**src/hdl/glzw_pkg.sv**
```systemverilog
`timescale 1ns / 1ps
// ----------------------------------------------------------------------------
// GIF LZW encoder package
// Shared constants, channel payload types and the code transaction type that
// moves from the dictionary front end to the bit packer.
// ----------------------------------------------------------------------------
package glzw_pkg;

   localparam int ROOT_BITS   = 8;
   localparam int BYTE_BITS   = 8;
   localparam int CODE_W      = 12;
   localparam int WIDTH_W     = 4;
   localparam int CMP_W       = 13;
   localparam int ACC_W       = 19;
   localparam int CNT_W       = 5;
   localparam int QUEUE_DEPTH = 4;
   localparam int FIRST_FREE  = 258;

   localparam logic [CODE_W-1:0]  CLEAR_CODE  = 12'd256;
   localparam logic [WIDTH_W-1:0] START_WIDTH = 4'd9;
   localparam logic [WIDTH_W-1:0] MAX_WIDTH   = 4'd12;

   typedef struct packed {
      logic [ROOT_BITS-1:0] pixel;
      logic                 last_pixel;
   } req_payload_type;

   typedef struct packed {
      logic [BYTE_BITS-1:0] code_byte;
      logic                 stream_end;
   } rsp_payload_type;

   typedef struct packed {
      logic [CODE_W-1:0]  code;
      logic [WIDTH_W-1:0] width;
      logic               last;
   } code_op_type;

endpackage

```
**src/hdl/glzw_queue.sv**
```systemverilog
`timescale 1ns / 1ps
// ----------------------------------------------------------------------------
// GIF LZW code queue
// Short first-in first-out buffer of code transactions between the dictionary
// front end and the bit packer.
// ----------------------------------------------------------------------------
module glzw_queue import glzw_pkg::*; (
   input  logic        clock,
   input  logic        reset,
   input  logic        push_valid,
   input  code_op_type push_data,
   output logic        full,
   output logic        pop_valid,
   output code_op_type pop_data,
   input  logic        pop_take
);

   localparam int PTR_W = $clog2(QUEUE_DEPTH);

   code_op_type      entries_ff [QUEUE_DEPTH];
   logic [PTR_W-1:0] wr_ptr_ff, wr_ptr_in;
   logic [PTR_W-1:0] rd_ptr_ff, rd_ptr_in;
   logic [PTR_W:0]   count_ff, count_in;
   logic             push;
   logic             pop;

   assign full      = count_ff == (PTR_W + 1)'(QUEUE_DEPTH);
   assign pop_valid = count_ff != '0;
   assign pop_data  = entries_ff[rd_ptr_ff];
   assign push      = push_valid && !full;
   assign pop       = pop_take && pop_valid;

   always_comb begin
      wr_ptr_in = push ? wr_ptr_ff + 1'b1 : wr_ptr_ff;
      rd_ptr_in = pop ? rd_ptr_ff + 1'b1 : rd_ptr_ff;
      count_in  = count_ff;
      if (push && !pop) begin
         count_in = count_ff + 1'b1;
      end else if (pop && !push) begin
         count_in = count_ff - 1'b1;
      end
   end

   always_ff @(posedge clock) begin
      if (reset) begin
         wr_ptr_ff <= '0;
         rd_ptr_ff <= '0;
         count_ff  <= '0;
      end else begin
         wr_ptr_ff <= wr_ptr_in;
         rd_ptr_ff <= rd_ptr_in;
         count_ff  <= count_in;
      end
      if (push) begin
         entries_ff[wr_ptr_ff] <= push_data;
      end
   end

`ifndef ASSERT_OFF
   a_count_bound: assert property (@(posedge clock) disable iff (reset)
      count_ff <= (PTR_W + 1)'(QUEUE_DEPTH))
      else $error("Code queue holds more transactions than its depth.");
`endif

endmodule

```
**config.mk**
```make
export PLATFORM = sky130hd
export DESIGN_NAME = glzw_queue
export DESIGN_NICKNAME = d
export VERILOG_FILES = /design/src/hdl/glzw_pkg.sv /design/src/hdl/glzw_queue.sv
export SDC_FILE = /design/constraint.sdc
export NUM_CORES = 1
export LEC_CHECK = 0
export BUFFER_PORTS_ARGS = -buffer_cell sky130_fd_sc_hd__buf_2
export CAP_MARGIN = 20
export CORE_MARGIN = 1
export CORE_UTILIZATION = 56
export CTS_CLUSTER_SIZE = 14
export DETAILED_ROUTE_END_ITERATION = 6
export HOLD_SLACK_MARGIN = 0.12
export PLACE_DENSITY = 0.88
export SETUP_SLACK_MARGIN = 0.2
export SLEW_MARGIN = 40
export SYNTH_ARGS = -nofsm -noshare
export SYNTH_HDL_FRONTEND = slang
export SYNTH_SLANG_ARGS = --single-unit
export TNS_END_PERCENT = 100
```
**constraint.sdc**
```tcl
create_clock -name clock -period 2.2 [get_ports clock]
set_input_delay 0.11 -clock clock [delete_from_list [all_inputs] [get_ports clock]]
set_output_delay 0.11 -clock clock [all_outputs]
set_load 0.01 [all_outputs]
```
==> flow_summary.json, run 1 <==
{
  "tritoncts": "built",
  "place.gp.congestion": 0.823,
  "die_area_um2": 5540,
  "row_count": 25,
  "synth-simple-area-share": 0.0319,
  "routed-via-count": 1503,
  "grt_start_max_net_pins": 18,
  "p_int_mw": 2.76,
  "via_per_inst": 5.39,
  "synthToLayoutAreaGrowth_pct": 22.6,
  "cts_buffer_depth": 2,
  "antenna_left": 0,
  "synth_top_area_share": 0.695,
  "p_sw_frac": 0.275,
  "multi_input_area_um2": 671,
  "worstSkewPairLatency_ps": 350,
  "tns_ps": 0,
  "final_cells": 279,
  "yosysUniqueCellTypes": 22,
  "crit_arrival_ps": 2200,
  "grt_pass1_wl_um": 7750,
  "antenna_found_initial": 0,
  "synth.area.mux_share": 0.137,
  "synth_nets": 164,
  "drive_gt1_frac": 0.396,
  "power.switching_mw": 1.05,
  "dp.cells": 244,
  "drc": 0,
  "synth_compound_area_frac": 0.0141,
  "hold_class": "input port to flip-flop",
  "required_ps": 2470,
  "initial_utilization": 0.602,
  "die_w_um": 74.4,
  "worst_pin_slew_ps": 429,
  "yosys.area_share.xor_xnor": 0.0119,
  "post-place-ws_ps": 132,
  "synth_fa_ha_area_frac": 0.0281,
  "start_kind": "flip-flop",
  "grt_overflow": 0,
  "critPathMaxFanout": 6,
  "cts_made_buffers": 9,
  "layout_common_cells": "edfxtp_1 (68), buf_2 (39), dlygate4sd3_1 (18)",
  "drt_iter0_drc": 115,
  "final_util": 0.738,
  "crit_type": "flip-flop to flip-flop",
  "fillerInstances": 306,
  "final_area_um2": 3600,
  "p_comb_frac": 0.263,
  "end_kind": "flip-flop",
  "slew_viol_final": 0,
  "regArea_um2": 2230,
  "pwr-share-seq": 0.490,
  "clockPowerShare": 0.247,
  "peakVddDrop_v": 0.000642,
  "root_buffer": "clkbuf_8",
  "setup_ws_ps": 266,
  "n_antenna_cell": 0,
  "synth_top_family_by_area": "multiplexers",
  "fin_hold_ws_ps": 162,
  "yosys_warnings": 0,
  "synth_area_um2": 2940,
  "ios": 40,
  "dpl.hpwl_um": 3210,
  "fin_skew_ps": 12.4,
  "setup_viol": 0,
  "power_mw": 3.81,
  "fp.dieH_um": 74.4,
  "fmax_ghz": 0.517,
  "netlist_top_cells_area": "edfxtp_1 (70%), mux4_2 (13%), dfxtp_1 (6.1%)",
  "power_density_nw_per_um2": 1060,
  "grt_setup_unrepaired": "yes",
  "avgSynthCellArea_um2": 21.4,
  "port_buffers": 39,
  "core-area_um2": 4880,
  "mostFrequentLayoutCell": "edfxtp_1",
  "min_period_over_period": 0.879,
  "cts.reportedPaths.clkPinSlew_ps": 80,
  "final_nets": 234,
  "max_slew_margin": 0.714,
  "post_drt_wl_per_cell_um": 18.6,
  "layout_min_cycle_time_ps": 1930,
  "maxCapViolations": 0,
  "wl_um": 5200,
  "track_usage": 0.207,
  "synth_top_area_cell": "edfxtp_1",
  "cts.htree.levels": 3,
  "place_area_um2": 3220,
  "synth_seq_cells": 77,
  "hold_viol": 0,
  "synth_cells": 137,
  "cts.sinks": 77,
  "leakage_nw": 1.27,
  "synth-seq-area-share": 0.756,
  "status": "complete, no violations",
  "first_pass_iters": 4,
  "grt_pass1_vias": 1606
}
==> logic make-up after synthesis <==
| kind of cell | count (synthesis) |
|---|---|
| AO/OA/AOI/OAI | 6 |
| XOR/XNOR | 4 |
| adder cells (fa/ha/maj) | 6 |
| buffers and inverters | 9 |
| flip-flops | 77 |
| multiplexers | 19 |
| AND/OR/NAND/NOR | 16 |
==> flip-flops by register name (all words and copies together), names as in the netlist, named ones only <==
register / count
wr_ptr_ff: 2
rd_ptr_ff: 2
entries_ff: 68
count_ff: 3
==> layer usage <==
| layer | global-route usage | vias up | routed length, um |
|---|---|---|---|
| met1 | 0.239 | 752 | 2090 |
| met4 | 0.124 | 0 | 127 |
| met3 | 0.0596 | 12 | 219 |
| met2 | 0.345 | 52 | 2770 |
| met5 | 0 | - | 0 |
| li1 | - | 687 | - |
==> path summary, 6_finish.rpt <==
path / end / slack, ps / from / cells after the start
hold reg to reg: wr_ptr_ff[1]$_SDFFE_PP0P_ / 550 / wr_ptr_ff[1]$_SDFFE_PP0P_ / 2
hold / removal: wr_ptr_ff[0]$_SDFFE_PP0P_ / 160 / push_valid / 4
setup reg to reg: count_ff[2]$_SDFFE_PP0P_ / 270 / count_ff[2]$_SDFFE_PP0P_ / 8
setup / recovery: count_ff[2]$_SDFFE_PP0P_ / 270 / count_ff[2]$_SDFFE_PP0P_ / 8
==> area by class of cell <==
type	count	share of cell area
clock inverters	1	0.00208
inverters	4	0.00417
repair buffers	64	0.119
flip-flops and latches	77	0.619
well taps	67	0.0233
multi-input cells	51	0.186
clock buffers	15	0.0462
==> cell usage after synthesis <==
cell / count
mux2i_1: 2
o21ai_0: 2
fa_1: 1
o311ai_1: 1
ha_1: 5
o31ai_2: 1
clkbuf_1: 1
edfxtp_1: 68
buf_6: 1
dfxtp_1: 9
xor2_1: 4
buf_2: 2
buf_12: 1
nor2_1: 5
inv_1: 4
nand2b_1: 2
mux4_2: 17
and2_1: 4
nor2_2: 1
a21oi_1: 2
nor3b_2: 1
or3_1: 3
==> repair_timing <==
action	in CTS	in global routing
pin swaps	1	3
hold buffers	18	0
gates cloned	0	0
gates resized for setup	5	3
endpoints found under the setup margin	1	1
hold endpoints to repair	76	0
buffers inserted	0	1
==> worst max-delay path, stage by stage (launching register included) <==
cell and delay, ps:
dfxtp_4 370, nor3b_2 180, nor2_2 130, ha_2 200, inv_1 60, fa_2 330
xor2_1 180, or3_1 300, a21oi_1 120
==> power by group through the flow <==
| stage | sequential, mW | combinational (mW) | clock, mW |
|---|---|---|---|
| finish | 1.87 | 1.00 | 0.939 |
| global route | 1.88 | 1.10 | 0.995 |
| CTS | 1.86 | 0.993 | 0.943 |
| detailed placement | 1.88 | 0.954 | 0 |
| global placement | 1.86 | 0.913 | 0 |
| floorplan | 1.86 | 0.696 | 0 |
Power figures use the tool's default switching activity.
==> run 2, diff against run 1 <==
--- a/config.mk
+++ b/config.mk
@@ -13,6 +13,7 @@
 export DETAILED_ROUTE_END_ITERATION = 6
 export HOLD_SLACK_MARGIN = 0.12
 export PLACE_DENSITY = 0.88
+export RECOVER_POWER = 100
 export SETUP_SLACK_MARGIN = 0.2
 export SLEW_MARGIN = 40
 export SYNTH_ARGS = -nofsm -noshare
==> run 2 against run 1 <==
  * Via count is 0.27% higher
  * Power fell by 1.6%
  * Sequential share of layout area rose by 0.92 points
  * Core utilization fell by 1.2 points
  * Register-to-register slack worse by 80 ps
  * Highest routed layer unchanged
==> flow_summary.json, run 2 (synthesis results as in run 1) <==
{
  "place.gp.congestion": 0.823,
  "fin_skew_ps": 10.3,
  "first_pass_iters": 4,
  "worst_pin_slew_ps": 821,
  "largest_register_ffs": 68,
  "status": "complete, no violations",
  "tritoncts": "built",
  "crit_buf_inv": 1,
  "setup_viol": 0,
  "cts.reportedPaths.clkPinSlew_ps": 80,
  "gr-usage-met2": 0.345,
  "root_buffer": "clkbuf_8",
  "track_usage": 0.207,
  "min_period_over_period": 0.916,
  "grt_pass1_vias": 1606,
  "leakage_nw": 1.17,
  "crit_type": "flip-flop to flip-flop",
  "mostFrequentLayoutCell": "edfxtp_1",
  "tns_ps": 0,
  "max_slew_margin": 0.452,
  "clockPowerShare": 0.249,
  "drc": 0,
  "antenna_left": 0,
  "path_cells": "nor3b_2 > nor2_1 > ha_1 > inv_1 > fa_2 > xor2_1 > or3_1 > a21oi_1",
  "row_count": 25,
  "end_kind": "flip-flop",
  "regMostFlops": "entries_ff",
  "required_ps": 2470,
  "die_w_um": 74.4,
  "n_antenna_cell": 0,
  "port_buffers": 39,
  "drt_iter0_drc": 118,
  "peakVddDrop_v": 0.000640,
  "final_nets": 234,
  "power.switching_mw": 1.05,
  "p_comb_frac": 0.254,
  "routed-via-count": 1507,
  "initial_utilization": 0.602,
  "p_int_mw": 2.70,
  "dpl.hpwl_um": 3210,
  "critPathMaxFanout": 6,
  "layout_min_cycle_time_ps": 2020,
  "drive_gt1_frac": 0.212,
  "largestRegisters": "entries_ff: 68 flops, count_ff: 3 flops",
  "die_area_um2": 5540,
  "slowest_stage": "dfxtp_1",
  "cts_buffer_depth": 2,
  "grt_busiest_layer": "met2",
  "cts.sinks": 77,
  "grt_use_met3": 0.0596,
  "power_density_nw_per_um2": 1060,
  "wl_um": 5190,
  "hold_class": "input port to flip-flop",
  "cp_slowest_stage_delay_ps": 380,
  "cts_made_buffers": 9,
  "crit_arrival_ps": 2290,
  "maxCapViolations": 0,
  "grt_pass1_wl_um": 7750,
  "p_sw_frac": 0.279,
  "fin_hold_ws_ps": 152,
  "hold_viol": 0,
  "slew_viol_final": 0,
  "grt_start_max_net_pins": 18,
  "cp_top_family": "simple AND/OR/NAND/NOR gates",
  "layout_common_cells": "edfxtp_1 (68), clkbuf_1 (39), dlygate4sd3_1 (18)",
  "synthToLayoutAreaGrowth_pct": 20.6,
  "grt_overflow": 0,
  "worstSkewPairLatency_ps": 340,
  "core-area_um2": 4880,
  "pwr-share-seq": 0.497,
  "post_drt_wl_per_cell_um": 18.6,
  "ios": 40,
  "fp.dieH_um": 74.4,
  "cts.htree.levels": 3,
  "antenna_found_initial": 0,
  "grt_util_met1": 0.239,
  "grt_setup_unrepaired": "yes",
  "start_kind": "flip-flop",
  "fmax_ghz": 0.496,
  "via_per_inst": 5.40
}
run 2: metrics by stage:
step	total power [mW]	cell area [um^2]	worst slack [ps]	util	instances
floorplan	2.55	2940	205	-	137
global placement	2.77	3220	234	0.659	244
detailed placement	2.84	3220	132	0.659	244
CTS	3.79	3590	200	0.735	278
global route	3.92	3540	95.4	0.726	279
finish	3.75	3540	185	0.726	279
run 2: final timing paths:
path / slack [ps] / from / end / depth (start not counted)
setup / recovery: 180 / count_ff[2]$_SDFFE_PP0P_ / count_ff[2]$_SDFFE_PP0P_ / 8
hold / removal: 150 / push_valid / wr_ptr_ff[0]$_SDFFE_PP0P_ / 4
setup reg to reg: 180 / count_ff[2]$_SDFFE_PP0P_ / count_ff[2]$_SDFFE_PP0P_ / 8
hold reg to reg: 550 / wr_ptr_ff[0]$_SDFFE_PP0P_ / wr_ptr_ff[0]$_SDFFE_PP0P_ / 2
run 2: worst min-delay path, delay by kind of cell:
family | cells | cell delay (ps)
AOI/OAI and AO/OA | 1 | 50
buffers and inverters | 2 | 180
and+or+nand+nor | 1 | 110
run 2: routing by layer:
metal,share of wire,vias to the layer above,routed length (um)
li1,-,688,-
met1,0.39,757,2000
met2,0.54,51,2810
met3,0.050,11,259
met4,0.023,0,119
met5,0,-,0
run 2: power groups by stage:
stage	Sequential, mW	Clock (mW)	Combinational [mW]
final	1.86	0.932	0.953
after floorplan	1.86	0	0.696
after global placement	1.86	0	0.913
after global routing	1.88	0.995	1.04
after CTS	1.86	0.943	0.993
after detailed placement	1.88	0	0.954
run 2: what timing repair did:
item,4_1_cts,5_1_grt
hold endpoints to repair,76,0
setup buffers,0,1
hold buffers,18,0
resized for setup,5,3
setup endpoints to repair,1,1
pin swaps,1,3
run 2: layout make-up:
class                      count  area, um^2
clock inverter                 1        7.51
sequential                    77        2230
multi-input combinational     51         664
timing repair buffer          64         379
inverter                       4        15.0
clock buffer                  15         166
tap                           67        83.8
fill                         328        1340
