==> config.mk <==
export PLATFORM = sky130hd
export DESIGN_NAME = glzw_packer
export DESIGN_NICKNAME = d
export VERILOG_FILES = /design/src/hdl/glzw_pkg.sv /design/src/hdl/glzw_packer.sv
export SDC_FILE = /design/constraint.sdc
export NUM_CORES = 1
export LEC_CHECK = 0
export ABC_AREA = 1
export BUFFER_PORTS_ARGS = -buffer_cell sky130_fd_sc_hd__buf_2
export CAP_MARGIN = 20
export CORE_UTILIZATION = 40
export DETAILED_ROUTE_END_ITERATION = 10
export PLACE_DENSITY = 0.67
export SLEW_MARGIN = 20
export SYNTH_ARGS = -nofsm -noshare
export SYNTH_HDL_FRONTEND = slang
export SYNTH_SLANG_ARGS = --single-unit
==> constraint.sdc <==
create_clock -name clock -period 1.7 [get_ports clock]
set_input_delay 0.34 -clock clock [delete_from_list [all_inputs] [get_ports clock]]
set_output_delay 0.34 -clock clock [all_outputs]
set_load 0.1 [all_outputs]
==> src/hdl/glzw_pkg.sv <==
`timescale 1ns / 1ps
// ----------------------------------------------------------------------------
// GIF LZW encoder package
// Shared constants, channel payload types and the code transaction type that
// moves from the dictionary front end to the bit packer.
// ----------------------------------------------------------------------------
package glzw_pkg;

   localparam int ROOT_BITS   = 8;
   localparam int BYTE_BITS   = 8;
   localparam int CODE_W      = 12;
   localparam int WIDTH_W     = 4;
   localparam int CMP_W       = 13;
   localparam int ACC_W       = 19;
   localparam int CNT_W       = 5;
   localparam int QUEUE_DEPTH = 4;
   localparam int FIRST_FREE  = 258;

   localparam logic [CODE_W-1:0]  CLEAR_CODE  = 12'd256;
   localparam logic [WIDTH_W-1:0] START_WIDTH = 4'd9;
   localparam logic [WIDTH_W-1:0] MAX_WIDTH   = 4'd12;

   typedef struct packed {
      logic [ROOT_BITS-1:0] pixel;
      logic                 last_pixel;
   } req_payload_type;

   typedef struct packed {
      logic [BYTE_BITS-1:0] code_byte;
      logic                 stream_end;
   } rsp_payload_type;

   typedef struct packed {
      logic [CODE_W-1:0]  code;
      logic [WIDTH_W-1:0] width;
      logic               last;
   } code_op_type;

endpackage

==> src/hdl/glzw_packer.sv <==
`timescale 1ns / 1ps
// ----------------------------------------------------------------------------
// GIF LZW bit packer
// Appends codes least significant bit first to the pending bits and hands out one
// byte per cycle while not stalled, padding the final partial byte of an image.
// ----------------------------------------------------------------------------
module glzw_packer import glzw_pkg::*; (
   input  logic            clock,
   input  logic            reset,
   input  logic            op_valid,
   input  code_op_type     op,
   output logic            op_take,
   output logic            rsp_valid,
   input  logic            rsp_stall,
   output rsp_payload_type rsp_payload
);

   localparam logic [CNT_W-1:0] BYTE_CNT  = CNT_W'(BYTE_BITS);
   localparam logic [ACC_W-1:0] PEND_MASK = ACC_W'(7'h7F);

   logic [ACC_W-1:0] acc_ff, acc_in;
   logic [CNT_W-1:0] cnt_ff, cnt_in;
   logic             end_ff, end_in;
   logic             rsp_valid_ff, rsp_valid_in;
   rsp_payload_type  rsp_payload_ff, rsp_payload_in;
   logic             emit_possible;
   logic             emit;
   logic             end_byte;

   assign emit_possible = (cnt_ff >= BYTE_CNT) || (end_ff && (cnt_ff != '0));
   assign emit          = emit_possible && (!rsp_valid_ff || !rsp_stall);
   assign end_byte      = end_ff && (cnt_ff <= BYTE_CNT);
   assign op_take       = !emit_possible && op_valid;

   always_comb begin
      acc_in         = acc_ff;
      cnt_in         = cnt_ff;
      end_in         = end_ff;
      rsp_payload_in = rsp_payload_ff;
      rsp_valid_in   = emit || (rsp_valid_ff && rsp_stall);
      if (emit) begin
         rsp_payload_in.code_byte  = acc_ff[BYTE_BITS-1:0];
         rsp_payload_in.stream_end = end_byte;
         acc_in = acc_ff >> BYTE_BITS;
         cnt_in = (cnt_ff >= BYTE_CNT) ? cnt_ff - BYTE_CNT : '0;
         if (end_byte) begin
            acc_in = '0;
            end_in = 1'b0;
         end else if (cnt_in < BYTE_CNT) begin
            acc_in = acc_in & PEND_MASK;
         end
      end else if (op_take) begin
         acc_in = acc_ff | (ACC_W'(op.code) << cnt_ff);
         cnt_in = cnt_ff + CNT_W'(op.width);
         end_in = op.last;
      end
   end

   always_ff @(posedge clock) begin
      if (reset) begin
         acc_ff       <= '0;
         cnt_ff       <= '0;
         end_ff       <= 1'b0;
         rsp_valid_ff <= 1'b0;
      end else begin
         acc_ff       <= acc_in;
         cnt_ff       <= cnt_in;
         end_ff       <= end_in;
         rsp_valid_ff <= rsp_valid_in;
      end
      rsp_payload_ff <= rsp_payload_in;
   end

   assign rsp_valid   = rsp_valid_ff;
   assign rsp_payload = rsp_payload_ff;

`ifndef ASSERT_OFF
   a_end_drains: assert property (@(posedge clock) disable iff (reset)
      (emit && end_byte) |=> ((cnt_ff == '0) && !end_ff && (acc_ff == '0)))
      else $error("Bits remain pending after the final byte of an image.");

   a_no_take_while_emitting: assert property (@(posedge clock) disable iff (reset)
      (op_take |-> (cnt_ff < BYTE_CNT) && !end_ff))
      else $error("A code was taken while a full byte was still pending.");
`endif

endmodule

==> impl_metrics.toml, run 1 <==
[final_layout]
drive_gt1_frac = 0.1886
seq_area_sq_um = 795.8
antenna_cells = 0
area_growth_pct = 17.13
fillers = 569
fin_nets = 375
multiInputGateArea_sq_mm = 0.001122

[cts]
cts_tree = "yes"
cts.sinks = 35
clkSlewWorstSetupHoldPaths_ns = 0.07
cts_max_path_buffers = 2
cts_hold_buf = 0
htreeDepth = 2
clk_latency_ns = 0.29
cts-buffers-inserted = 5
clockRootBuffer = "clkbuf_8"

[placed_design]
post-dp-hpwl_mm = 3.872
place_congestion = 0.9562
port_buffers = 31

[pwr]
p_leak_nw = 1.194
peakVddDrop_uv = 1112
powerDensity_mw_per_mm2 = 2075

[yosys]
synth_top_area_cell = "dfxtp_1"
synth_edf_count = 9
synth.distinct_cells = 32
synth_top_cell_area_share = 0.2466
syn_area_sq_mm = 0.002111
synth-seq-cells = 35
yosysMostFrequentCell = "nand2_1"
synth_fp_nets = 339
ys_seq_area_frac = 0.3746
syn_avg_cell_area_sq_um = 6.744
synth_warnings = 0
synth.area.top_cells = "dfxtp_1 25%, nand2_1 17%, nand3_1 14%"
synthTopCellsByCount = "98 x nand2_1, 60 x nand3_1, 28 x inv_1"
ys_dominant_reg_cell = "dfxtp_1"
synthCells = 313
async_flop_share = 0

[timing]
fmax_mhz = 613.3
rsz0062_at_grt = "yes"
worstMarginPinSlew_ns = 0.4808
maxSlewHeadroom = 0.6783
finalHoldViolations = 0
setup_viol = 0
drv_slew = 0
final.min_clock_period_ns = 1.631
fin_crit_sh = 0.9592
fin_setup_tns_ns = 0
whs_ns = 0.3452
fin_skew_ns = 0.005063

[run_status]
status = "completed"

[drt]
post-route-drc-count = 0
route.antenna.remaining_nets = 0
drt_wl_total_mm = 5.020
drt_first_pass_iters = 4
detail_route.vias_per_cell = 5.029
vias = 2112
wl_per_cell_microns = 11.95
drt_iter0_drc = 90

[critical_path]
worstPathRequired_ns = 1.36
criticalPathCategory = "flip-flop to output port"
cp.arrival_ns = 1.29
cp-start-kind = "flip-flop"
end_kind = "output port"
critical_path_peak_fanout = 6

[global_routing]
grt_overflow_total = 0
grt_max_degree = 18
groute.usage.overall = 0.2065
grt_pass1_wl_mm = 8.645
antenna_found_initial = 0
first_global_vias = 1875

[flow_run]
cap_violations = 0

[die]
rows = 26
num_io_pins = 32
die_y_microns = 74.64
core_sq_mm = 0.005107
die_x_microns = 74.64
initial_utilization = 0.4133
dieArea_sq_mm = 0.005571

[worst_hold_path]
hold_class = "primary input to flip-flop"
==> sequential cells by signal, indices dropped and copies added, names as in the netlist <==
register,cells
acc_ff,19
rsp_payload,9
cnt_ff,5
end_ff,1
rsp_valid,1
==> power by group <==
group          switching (mW)  leakage, nW  total [mW]  internal (mW)
Combinational            2.35        0.850        3.16          0.806
Clock                   0.287       0.0422       0.574          0.287
Sequential              0.154        0.302        1.40           1.24
==> path summary, 6_finish.rpt <==
kind,cells after the start,startpoint,endpoint,slack (ns)
min,3,op[0],end_ff,0.35
max,6,cnt_ff[4],op_take,0.07
min reg2reg,0,acc_ff[3],rsp_payload[4],0.44
max reg2reg,9,cnt_ff[2],acc_ff[12],0.16
==> area by class of cell <==
class / count / area share
Clock buffer: 7 / 0.03087
Clock inverter: 1 / 0.002024
Inverter: 32 / 0.05061
Multi-Input combinational cell: 232 / 0.4539
Sequential cell: 35 / 0.3219
Tap cell: 70 / 0.03543
Timing Repair Buffer: 43 / 0.1053
==> per-stage QoR <==
stage / util / worst slack [ns] / cells / instance area, sq um / power [mW]
finish: 0.4841 / 0.06940 / 420 / 2472 / 5.130
global route: 0.4841 / -0.01045 / 420 / 2472 / 5.554
CTS: 0.4775 / 0.005639 / 418 / 2439 / 5.082
detailed placement: 0.4615 / 0.1624 / 410 / 2357 / 4.501
global placement: 0.4615 / 0.1994 / 410 / 2357 / 4.489
floorplan: - / 0.1397 / 313 / 2112 / 3.924
==> critical path, cell delays in order (launching register included) <==
cell,delay (ns)
dfxtp_2,0.34
nor2_1,0.12
nand2_1,0.08
nand2_2,0.08
nand3_2,0.09
inv_4,0.11
buf_12,0.18
==> cells by family after synthesis <==
group                      synth area share
buffers and inverters               0.09840
AOI/OAI and AO/OA                    0.1049
DFF                                  0.3746
adders and majority gates           0.03320
and+or+nand+nor                      0.3889
==> metal layers <==
metal,part of all wire,track usage
met1,0.48,0.2744
met2,0.45,0.3263
met3,0.051,0.04685
met4,0.015,0.08176
met5,0,0
==> timing repair <==
| item | in CTS | in global routing |
|---|---|---|
| endpoints found under the setup margin | 0 | 2 |
| gates resized for setup | 0 | 7 |
| setup buffers | 0 | 2 |
| hold endpoints to repair | 0 | 0 |
==> cell usage in the layout (no fill, tap or decap), types with 2 or more instances in the layout <==
master    netlist  layout
ha_1            4       4
nor2_1         13      13
a21oi_1        18      18
clkbuf_1        5       2
nand2_2         2       2
nand4_1         2       2
inv_2           4       2
buf_4           2      12
nor3_1          3       3
edfxtp_1        9       9
nand3_1        60      60
dfxtp_2         0       4
nand2_1        98      98
a31oi_1         3       3
o21ai_0         6       6
clkbuf_8        0       5
buf_2           4      30
inv_4           0       2
o21ai_1         9       9
nor2_4          1       3
inv_1          28      28
dfxtp_1        26      22
Note: power is estimated with default switching activity, not from simulation.
==> inputs of run 2 (changes only) <==
==> constraint.sdc (replaced) <==
create_clock -name clock -period 1.7 [get_ports clock]
set_input_delay 0.085 -clock clock [delete_from_list [all_inputs] [get_ports clock]]
set_output_delay 0.085 -clock clock [all_outputs]
set_load 0.1 [all_outputs]
==> impl_metrics.toml, run 2 (synthesis results as in run 1) <==
[run_status]
status = "completed"

[flow_run]
cap_violations = 0

[timing]
maxSlewHeadroom = 0.6837
drv_slew = 0
worstMarginPinSlew_ns = 0.4727
rsz0062_at_grt = "no"
fin_setup_tns_ns = 0
fmax_mhz = 638.1
final.min_clock_period_ns = 1.567
finalHoldViolations = 0
fin_skew_ns = 0.003705
fin_crit_sh = 0.9218
setup_ws_ns = 0.1330
setup_viol = 0

[final_layout]
seq_area_sq_um = 792.0
largest_register = "acc_ff"
fillers = 516
multiInputGateArea_sq_mm = 0.001112
antenna_cells = 0
fin_nets = 376
area_growth_pct = 17.07
drive_gt1_frac = 0.1880
final_common_cell = "nand2_1"
largest_register_ffs = 19
layout_common_cells = "98 x nand2_1, 60 x nand3_1, 30 x buf_2"

[cts]
htreeDepth = 2
cts_tree = "yes"
clockRootBuffer = "clkbuf_8"
clk_latency_ns = 0.29
clkSlewWorstSetupHoldPaths_ns = 0.07
cts.sinks = 35
cts_max_path_buffers = 2
cts-buffers-inserted = 5

[drt]
route.met2.wl_mm = 2.220
post-route-drc-count = 0
routed.top_layer = "met4"
drt_first_pass_iters = 4
detail_route.vias_per_cell = 4.922
wl_per_cell_microns = 11.86
drt_wl_total_mm = 4.991
route.antenna.remaining_nets = 0
met3_length_microns = 245
drt_iter0_drc = 142
vias = 2072
wl_met1_mm = 2.463

[worst_hold_path]
hold_class = "primary input to flip-flop"

[die]
initial_utilization = 0.4133
dieArea_sq_mm = 0.005571
die_y_microns = 74.64
core_sq_mm = 0.005107
num_io_pins = 32
die_x_microns = 74.64
rows = 26

[pwr]
sw_frac_of_total = 0.5458
p_comb_frac = 0.615
pwr-share-clk = 0.114
powerDensity_mw_per_mm2 = 2077
p_sw_mw = 2.801
p_leak_nw = 1.191
peakVddDrop_uv = 917.2
power.internal_mw = 2.331
seqPwrFrac = 0.270

[global_routing]
grt_overflow_total = 0
grt_pass1_wl_mm = 8.397
antenna_found_initial = 0
first_global_vias = 1778
groute.usage.overall = 0.1994
grt_max_degree = 18

[critical_path]
cp.arrival_ns = 1.48
worstPathRequired_ns = 1.62
end_kind = "output port"
cp-start-kind = "flip-flop"
criticalPathCategory = "flip-flop to output port"
critical_path_peak_fanout = 10

[placed_design]
place_congestion = 0.8859
port_buffers = 31
post-dp-hpwl_mm = 3.951
dp_slack_ns = 0.1971
==> run 2: cell count changes in the layout (fill, tap and decap cells not counted), sizes merged <==
cell / previous run / this run
clkbuf: 7 / 5
clkinvlp: 0 / 2
buf: 43 / 44
==> run 2: metrics by stage <==
step	hold slack, ns	util	instance area [sq um]	power (mW)	cells
final	0.08022	0.4838	2471	5.132	421
after global routing	0.1051	0.4838	2471	5.530	421
after CTS	0.07541	0.4833	2469	5.136	421
after detailed placement	0.3751	0.4659	2380	4.545	413
after global placement	0.3784	0.4659	2380	4.524	413
after floorplan	0.2749	-	2112	3.924	313
==> run 2: cell type report <==
| type | count | area share |
|---|---|---|
| sequential | 35 | 0.3205 |
| tap | 70 | 0.03544 |
| inverter | 32 | 0.04962 |
| clock inverter | 3 | 0.008101 |
| multi-input combinational | 232 | 0.4501 |
| clock buffer | 5 | 0.02785 |
| timing repair buffer | 44 | 0.1084 |
==> run 2: worst paths after layout <==
path / from / cells past startpoint / endpoint / slack, ns
min: op[0] / 3 / end_ff / 0.08
max: cnt_ff[4] / 7 / op_take / 0.13
min reg2reg: acc_ff[7] / 0 / rsp_payload[8] / 0.44
max reg2reg: cnt_ff[0] / 8 / cnt_ff[4] / 0.17
==> run 2: timing repair <==
item,CTS,global route
hold endpoints to repair,0,0
gates resized for setup,0,1
buffers inserted,0,0
endpoints found under the setup margin,0,1
hold buffers,0,0
==> run 2: power groups by stage <==
| stage | clock [mW] | sequential, mW | combinational [mW] |
|---|---|---|---|
| 4_1_cts | 0.597 | 1.39 | 3.15 |
| 3_5_place_dp | 0 | 1.41 | 3.13 |
| 3_3_place_gp | 0 | 1.39 | 3.13 |
| 2_1_floorplan | 0 | 2.29 | 1.63 |
| 6_report | 0.586 | 1.39 | 3.16 |
| 5_1_grt | 0.634 | 1.43 | 3.46 |
==> run 2: metal layers <==
layer,up-vias,track usage
met4,0,0.05660
met1,905,0.2837
met5,-,0
met3,6,0.04016
met2,59,0.3073
li1,1102,-
==> run 2: critical path: stages (launching register included) <==
cell and delay, ns:
dfxtp_1 0.33, nor2_1 0.14, nand2_1 0.08, nand2_2 0.08, nand3_2 0.09, inv_4 0.13
buf_4 0.16, buf_12 0.17
==> inputs of run 3 (changes only) <==
--- a/config.mk
+++ b/config.mk
@@ -6,7 +6,7 @@
 export NUM_CORES = 1
 export LEC_CHECK = 0
 export ABC_AREA = 1
-export BUFFER_PORTS_ARGS = -buffer_cell sky130_fd_sc_hd__buf_2
+export BUFFER_PORTS_ARGS = -buffer_cell sky130_fd_sc_hd__clkbuf_2
 export CAP_MARGIN = 20
 export CORE_UTILIZATION = 40
 export DETAILED_ROUTE_END_ITERATION = 10
==> impl_metrics.toml, run 3 (synthesis results as in run 1) <==
[run_status]
status = "completed"

[final_layout]
fillers = 535
antenna_cells = 0
layout_common_cells = "98 x nand2_1, 60 x nand3_1, 30 x clkbuf_2"
area_growth_pct = 16.66
drive_gt1_frac = 0.1857
fin_nets = 375
final_common_cell = "nand2_1"
largest_register = "acc_ff"
largest_register_ffs = 19
fin_util = 0.4821

[global_routing]
first_global_vias = 1838
grt_max_degree = 18
grt_overflow_total = 0
groute.usage.overall = 0.2087
antenna_found_initial = 0
grt_pass1_wl_mm = 8.618

[placed_design]
port_buffers = 31
post-dp-hpwl_mm = 3.922
place_congestion = 0.8584

[critical_path]
crit_chain = "nor2_2 -> nand2_1 -> nand2_2 -> nand3_2 -> inv_4 -> buf_4 -> buf_12"
cp.arrival_ns = 1.50
crit_slowest_cell = "dfxtp_1"
cp_top_family = "buffers and inverters"
cpPeakStageDelay_ns = 0.35
cp-start-kind = "flip-flop"
cp_num_buf_inv = 3
end_kind = "output port"
worstPathRequired_ns = 1.62
criticalPathCategory = "flip-flop to output port"
critical_path_peak_fanout = 10

[die]
initial_utilization = 0.4133
num_io_pins = 32
die_x_microns = 74.64
rows = 26
core_sq_mm = 0.005107
dieArea_sq_mm = 0.005571
die_y_microns = 74.64

[drt]
drt_iter0_drc = 128
drt_first_pass_iters = 4
routed.top_layer = "met4"
wl_per_cell_microns = 11.97
route.antenna.remaining_nets = 0
met3_length_microns = 287
drt_wl_total_mm = 5.026
detail_route.vias_per_cell = 4.902
wl_met1_mm = 2.422
route.met2.wl_mm = 2.237
post-route-drc-count = 0
vias = 2059

[pwr]
peakVddDrop_uv = 821.0
powerDensity_mw_per_mm2 = 2078
p_leak_nw = 1.198
fin_total_pwr_mw = 5.117

[cts]
cts_max_path_buffers = 2
cts.sinks = 35
cts-buffers-inserted = 5
clk_latency_ns = 0.29
cts_tree = "yes"
cts_hold_buf = 0
clockRootBuffer = "clkbuf_8"
htreeDepth = 2
clkSlewWorstSetupHoldPaths_ns = 0.07

[timing]
fin_crit_sh = 0.9303
fin_skew_ns = 0.004363
finalHoldViolations = 0
setup_viol = 0
fmax_mhz = 632.3
fin_setup_tns_ns = 0
drv_slew = 0
maxSlewHeadroom = 0.6435
rsz0062_at_grt = "no"
whs_ns = 0.08402
worstMarginPinSlew_ns = 0.5371
final.min_clock_period_ns = 1.582

[worst_hold_path]
hold_class = "primary input to flip-flop"

[flow_run]
cap_violations = 0
==> run 3: routing by layer <==
metal,vias to the layer above,track usage
met2,58,0.3303
met5,-,0
met3,7,0.04685
met1,896,0.2795
li1,1098,-
met4,0,0.07757
==> run 3: area by class of cell <==
type | count | area, sq um | share of cell area
Timing Repair Buffer | 43 | 264.0 | 0.1072
Inverter | 32 | 122.6 | 0.04980
Sequential cell | 35 | 792.0 | 0.3216
Multi-Input combinational cell | 232 | 1112 | 0.4517
Clock inverter | 3 | 15.01 | 0.006098
Tap cell | 70 | 87.58 | 0.03557
Clock buffer | 5 | 68.82 | 0.02795
==> run 3: path summary, 6_finish.rpt <==
check | cells past startpoint | end | slack [ns] | startpoint
max | 7 | op_take | 0.12 | cnt_ff[1]
min | 3 | end_ff | 0.08 | op[0]
max reg2reg | 7 | cnt_ff[3] | 0.16 | cnt_ff[2]
min reg2reg | 0 | rsp_payload[6] | 0.42 | acc_ff[5]
==> run 3: power breakdown <==
part | internal (mW) | total [mW] | switching, mW
Sequential | 1.24 | 1.39 | 0.150
Clock | 0.280 | 0.572 | 0.292
Combinational | 0.799 | 3.16 | 2.36
==> run 3: per-stage QoR <==
stage               std cells  worst slack, ns  instance area, sq um
finish                    420           0.1185                  2462
global route              420         0.008837                  2462
CTS                       420          0.07124                  2456
detailed placement        412           0.1994                  2372
global placement          412           0.2155                  2372
floorplan                 313           0.1397                  2112
==> run 3: repair_timing <==
item,CTS,global route
setup endpoints to repair,0,1
gates resized for setup,0,2
setup buffers,0,0
hold endpoints to repair,0,0
==> run 3: worst min-delay path, delay by kind of cell <==
family / cells / cell delay, ns
buffers and inverters: 1 / 0.08
AO/OA/AOI/OAI: 2 / 0.17
